File: src/rtl/ipava_pkg.sv
// shared types and constants of the isotonic pool-adjacent-violators fit
package ipava_pkg;

   localparam int MAX_LEN   = 64;
   localparam int IDX_W     = 6;
   localparam int CNT_W     = 7;
   localparam int DATA_W    = 32;
   localparam int SUM_W     = 38;
   localparam int PROD_W    = SUM_W + CNT_W + 1;
   localparam int DIV_STEPS = SUM_W;
   localparam int STEP_W    = 6;

   // controller states, one-hot
   typedef enum logic [9:0] {
      ST_IDLE  = 10'b0000000001,
      ST_READ  = 10'b0000000010,
      ST_MULT  = 10'b0000000100,
      ST_CMP   = 10'b0000001000,
      ST_FLUSH = 10'b0000010000,
      ST_ERD   = 10'b0000100000,
      ST_ELOAD = 10'b0001000000,
      ST_EDIV  = 10'b0010000000,
      ST_EOUT  = 10'b0100000000,
      ST_CLEAR = 10'b1000000000
   } state_type;

   // commands from controller to datapath
   typedef struct packed {
      logic accept;
      logic rd_lo;
      logic mul;
      logic merge;
      logic flush;
      logic emit_rd;
      logic div_start;
      logic emit_out;
      logic clear;
   } cmd_type;

   // status from datapath to controller
   typedef struct packed {
      logic cap_ok;
      logic top_ge2;
      logic violates;
      logic div_busy;
      logic k_last;
      logic idx_last;
   } status_type;

endpackage

File: src/rtl/ipava_ctrl.sv
// controller: sequences push, merge loop and readout
module ipava_ctrl (
   input  logic                  clock,
   input  logic                  reset,
   input  logic                  start,
   input  logic                  sample_last,
   input  ipava_pkg::status_type status,
   output ipava_pkg::cmd_type    cmd,
   output logic                  busy
);

   ipava_pkg::state_type state_ff, state_in;
   logic                 last_ff, last_in;

   always_comb begin
      state_in = state_ff;
      last_in  = last_ff;
      cmd      = '0;
      unique case (state_ff)
         ipava_pkg::ST_IDLE: begin
            if (start) begin
               cmd.accept = 1'b1;
               last_in    = sample_last;
               if (status.cap_ok) begin
                  state_in = ipava_pkg::ST_READ;
               end else if (sample_last) begin
                  state_in = ipava_pkg::ST_FLUSH;
               end
            end
         end
         ipava_pkg::ST_READ: begin
            if (status.top_ge2) begin
               cmd.rd_lo = 1'b1;
               state_in  = ipava_pkg::ST_MULT;
            end else begin
               state_in = last_ff ? ipava_pkg::ST_FLUSH : ipava_pkg::ST_IDLE;
            end
         end
         ipava_pkg::ST_MULT: begin
            cmd.mul  = 1'b1;
            state_in = ipava_pkg::ST_CMP;
         end
         ipava_pkg::ST_CMP: begin
            if (status.violates) begin
               cmd.merge = 1'b1;
               state_in  = ipava_pkg::ST_READ;
            end else begin
               state_in = last_ff ? ipava_pkg::ST_FLUSH : ipava_pkg::ST_IDLE;
            end
         end
         ipava_pkg::ST_FLUSH: begin
            cmd.flush = 1'b1;
            state_in  = ipava_pkg::ST_ERD;
         end
         ipava_pkg::ST_ERD: begin
            cmd.emit_rd = 1'b1;
            state_in    = ipava_pkg::ST_ELOAD;
         end
         ipava_pkg::ST_ELOAD: begin
            cmd.div_start = 1'b1;
            state_in      = ipava_pkg::ST_EDIV;
         end
         ipava_pkg::ST_EDIV: begin
            if (!status.div_busy) begin
               state_in = ipava_pkg::ST_EOUT;
            end
         end
         ipava_pkg::ST_EOUT: begin
            cmd.emit_out = 1'b1;
            if (status.k_last) begin
               state_in = status.idx_last ? ipava_pkg::ST_CLEAR : ipava_pkg::ST_ERD;
            end
         end
         ipava_pkg::ST_CLEAR: begin
            cmd.clear = 1'b1;
            state_in  = ipava_pkg::ST_IDLE;
         end
         default: begin
            state_in = ipava_pkg::ST_IDLE;
         end
      endcase
   end

   always_ff @(posedge clock) begin
      if (reset) begin
         state_ff <= ipava_pkg::ST_IDLE;
         last_ff  <= 1'b0;
      end else begin
         state_ff <= state_in;
         last_ff  <= last_in;
      end
   end

   assign busy = (state_ff != ipava_pkg::ST_IDLE);

`ifndef SYNTHESIS
   a_busy_after_push: assert property (@(posedge clock) disable iff (reset)
      (start && !busy && status.cap_ok) |=> busy)
      else $error("controller idle after pushed transaction");
   a_out_not_idle: assert property (@(posedge clock) disable iff (reset)
      cmd.emit_out |-> busy)
      else $error("result strobe while idle");
   a_div_then_wait: assert property (@(posedge clock) disable iff (reset)
      cmd.div_start |=> state_ff == ipava_pkg::ST_EDIV)
      else $error("divider started outside readout");
`endif

endmodule

File: config.mk
export PLATFORM = sky130hd
export DESIGN_NAME = ipava_ctrl
export DESIGN_NICKNAME = d
export VERILOG_FILES = /design/src/rtl/ipava_pkg.sv /design/src/rtl/ipava_ctrl.sv
export SDC_FILE = /design/constraint.sdc
export NUM_CORES = 1
export LEC_CHECK = 0
export BUFFER_PORTS_ARGS = -buffer_cell sky130_fd_sc_hd__buf_2
export CAP_MARGIN = 10
export CORE_MARGIN = 3
export CORE_UTILIZATION = 46
export CTS_CLUSTER_SIZE = 40
export DETAILED_ROUTE_END_ITERATION = 8
export GPL_ROUTABILITY_DRIVEN = 0
export PLACE_DENSITY = 0.73
export SLEW_MARGIN = 0
export SYNTH_ARGS = -nofsm -noshare
export SYNTH_HDL_FRONTEND = slang
export SYNTH_SLANG_ARGS = --single-unit
File: constraint.sdc
create_clock -name clock -period 1.7 [get_ports clock]
set_input_delay 0.34 -clock clock [delete_from_list [all_inputs] [get_ports clock]]
set_output_delay 0.34 -clock clock [all_outputs]
set_load 0.02 [all_outputs]
## Word level (Yosys, flattened, before mapping)

Cells that the tools add are included.
Widths: inputs -> output; s select.

- Logic and storage cells: 41
- Register bits: 11
- Bits of input ports: 10
- Output and inout port bits: 10

- Equality and inequality tests: 15
- Muxes and demuxes: 22
- Reduce and logical (&&, ||, !) cells: 2

Operators by type and width:

| kind | count |
|---|---|
| $pmux 10 s9 | 1 |
| $mux 10 | 6 |
| $mux 5 | 3 |
| $mux 1 | 12 |
| $eq 10x1->1 const B | 1 |
| $eq 10x10->1 const B | 1 |
| $eq 10x2->1 const B | 1 |
| $eq 10x3->1 const B | 1 |
| $eq 10x4->1 const B | 1 |
| $eq 10x5->1 const B | 1 |
| $eq 10x6->1 const B | 1 |
| $eq 10x7->1 const B | 1 |
| $eq 10x8->1 const B | 1 |
| $eq 10x9->1 const B | 1 |
| $ne 10x1->1 const B | 1 |
| $ne 2x2->1 const B | 3 |
| $reduce_and 4->1 | 1 |
| $ne 3x3->1 const B | 1 |
| $reduce_and 2->1 | 1 |

## Longest topological paths before layout

- Depth in word-level cells: 4
- Depth in mapped cells: 6
- Depth with buffers taken out: 4

## Least setup slack after synthesis

Ideal clock, no wire load.

- Kind: reg-to-output
- From: reg state_ff[3]
- To: out cmd[1] in the netlist's numbering
- Data arrival time: 1.624 ns
- Slack: -0.264 ns
- Stages on the path, launching flop included: 5
- Required time: 1.360 ns
- Path buffers: 2
- Path through: dfxtp_1 -> buf_2 -> or4_1 -> buf_6 -> nor4_2

RTL lines:

| what | RTL line | text |
|---|---|---|
| start: declaration | ipava_ctrl.sv:12 | `ipava_pkg::state_type state_ff, state_in;` |
| start signal: assignment | ipava_ctrl.sv:86 | `state_ff <= ipava_pkg::ST_IDLE;` |
| start signal: assignment | ipava_ctrl.sv:89 | `state_ff <= state_in;` |
| end: declaration | ipava_ctrl.sv:8 | `output ipava_pkg::cmd_type cmd,` |

==> reports/results.ini <==
[pwr]
power_density_mw_per_mm2=710
internal-power_mw=0.621
p_leak_nw=0.619
swShare_pct=40.4
p_comb_share_pct=51.8
ir_drop_mv=0.608
switchingPower_mw=0.421
finalPower_mw=1.04
seqPwrFrac_pct=27.9
clockPowerShare_pct=20.3

[floorplan]
die-width_um=48.0
die-area_mm2=0.00231
fp-row-count=14
die_h_um=48.0
ios=20
coreArea_mm2=0.00158
start_util_pct=51.5

[global_routing]
grt_pass1_wl_mm=5.03
grt_pass1_vias=1023
grt_usage_pct=32.9
overflow=0
grt_max_degree=7
antenna_found_initial=0

[status]
status=finished with violations
violations=setup timing

[logic_synthesis]
synth_common_cells=nor2_1 (14), dfxtp_1 (11), inv_1 (7)
synthMostInstantiatedCell=nor2_1
synth-seq-cells=11
syn_area_um2=812
ys_warn_count=0
synth_edf_count=0
synth_top_area_share_pct=27.1
ys_async_sr_fraction_pct=0
avgSynthCellArea_um2=8.20
synth.area.top_cells=dfxtp_1 (27%), nor2_1 (6.5%), nor3_1 (3.7%)
synth_ff_type=dfxtp_1
synthesis.nets=109
syn_inst=99
ys_types=39
synth_top_area_cell=dfxtp_1
seq_area_frac_synth_pct=27.1

[layout]
n_antenna_cell=0
instances_no_fill=172
syn_to_final_growth_pct=80.7
layout-drive-gt1-share_pct=67.9
nets=167
fillers=58
final_util_pct=93.1

[placed_design]
port_buffers=19
dp.cells=150
dp_hpwl_mm=1.65

[drt]
drtPass1Iterations=4
drt_wl_total_mm=4.36
drt-initial-drc-count=54
via_count=1171
routedWlPerCell_um=25.4
ant_nets=0
via_per_inst=6.81
drc=0

[sta]
timing.final.crit_share_pct=123
final_max_slew_viol_count=0
finClkSkew_ns=0.00417
fin_crit_ns=2.09
hold_slack_ns=0.246
hold_viol=0
worst_slack_ns=-0.386
setup_viol=19
max_freq_ghz=0.479
slew_headroom_pct=69.3
grt_setup_unrepaired=yes
worstMarginPinSlew_ns=0.454

[clock_tree]
cts_root_buf=clkbuf_4
ctsHoldBuffers=0
cts_sinks=11
clk_pin_slew_ns=0.09
cts_buffers=3
clockBufferDepth=2
clock_latency_ns=0.30
cts_htree_levels=1
cts_tree=built

[critical_path]
critical_path_class=flip-flop to primary output
cp-end-kind=primary output
arrival_ns=1.75
cp_max_fo=3
start_kind=flip-flop
crit_required_ns=1.36

[min_path]
hp-class=primary input to flip-flop

[flow_run]
drv_cap=0

final timing paths:
path	slack, ns	depth (start not counted)	startpoint	end
worst max register to register	-0.21	4	state_ff[6]$_SDFFE_PP0P_	state_ff[5]$_SDFFE_PP0P_
worst max-delay path	-0.39	5	state_ff[8]$_SDFFE_PP0P_	cmd[6]
worst min-delay path	0.25	2	status[2]	state_ff[8]$_SDFFE_PP0P_
worst min register to register	0.58	2	last_ff$_SDFFE_PP0P_	last_ff$_SDFFE_PP0P_
logic make-up after synthesis:
kind of cell | share of synthesized area [%]
AND/OR/NAND/NOR | 40.7
flip-flops | 27.1
multiplexers | 1.23
XOR/XNOR | 2.16
AO/OA/AOI/OAI | 16.3
buffers and inverters | 12.5
power by group through the flow:
stage / Combinational, mW / Clock, mW / Sequential (mW)
4_1_cts: 0.399 / 0.191 / 0.285
2_1_floorplan: 0.189 / 0 / 0.292
3_3_place_gp: 0.311 / 0 / 0.293
5_1_grt: 0.559 / 0.231 / 0.290
3_5_place_dp: 0.314 / 0 / 0.294
6_report: 0.540 / 0.211 / 0.291
worst max-delay path: stages (launching register included):
cell     delay [ns]
dfxtp_4        0.37
or4_4          0.58
nor3_2         0.18
nand3_1        0.14
inv_2          0.08
buf_6          0.11
sequential cells by signal, summed over array words and instances, names as in the netlist:
register,flops
state_ff,10
last_ff,1
final cells by class:
class / count / area [um2] / share of cell area (%)
clock buffers: 4 / 26.3 / 1.79
repair buffers: 59 / 495 / 33.8
well taps: 16 / 20.0 / 1.36
inverters: 7 / 26.3 / 1.79
multi-input cells: 75 / 657 / 44.8
flip-flops and latches: 11 / 243 / 16.5
cells in the final DEF (no fill, tap or decap), types with 2 or more instances in the layout:
master / instances
dfxtp_4: 4
buf_4: 30
a21oi_1: 2
nor2_1: 7
nor2b_2: 2
nor4_4: 3
inv_1: 4
and3_4: 3
nor2b_1: 2
nand4_1: 2
nor3_4: 2
xnor2_1: 2
nor3_1: 3
clkbuf_4: 3
nor4b_1: 2
inv_2: 3
nor3b_1: 2
nand3_1: 3
nand2_1: 3
dfxtp_2: 6
buf_2: 9
nor2_4: 6
buf_6: 20
o21ai_0: 3
or4_4: 4
routing by layer:
layer  global-route usage, %  share of wire [%]
met1                    36.9                 39
met2                    55.7                 46
met3                    6.77                8.0
met4                    21.5                7.9
met5                       0                  0
what timing repair did:
| action | CTS | global route |
|---|---|---|
| endpoints found under the setup margin | 10 | 19 |
| buffers inserted | 17 | 4 |
| resized for setup | 44 | 37 |
| pin swaps | 11 | 17 |
| gates cloned | 0 | 0 |
per-stage QoR:
step,setup TNS (ns),cell area (um2),setup slack [ns]
floorplan,-0.0741,823,-0.0398
global placement,-0.0496,1030,-0.0291
detailed placement,-0.0432,1030,-0.0429
CTS,-2.56,1330,-0.278
global route,-4.61,1470,-0.453
finish,-3.79,1470,-0.386
(Power assumes the default switching activity.)
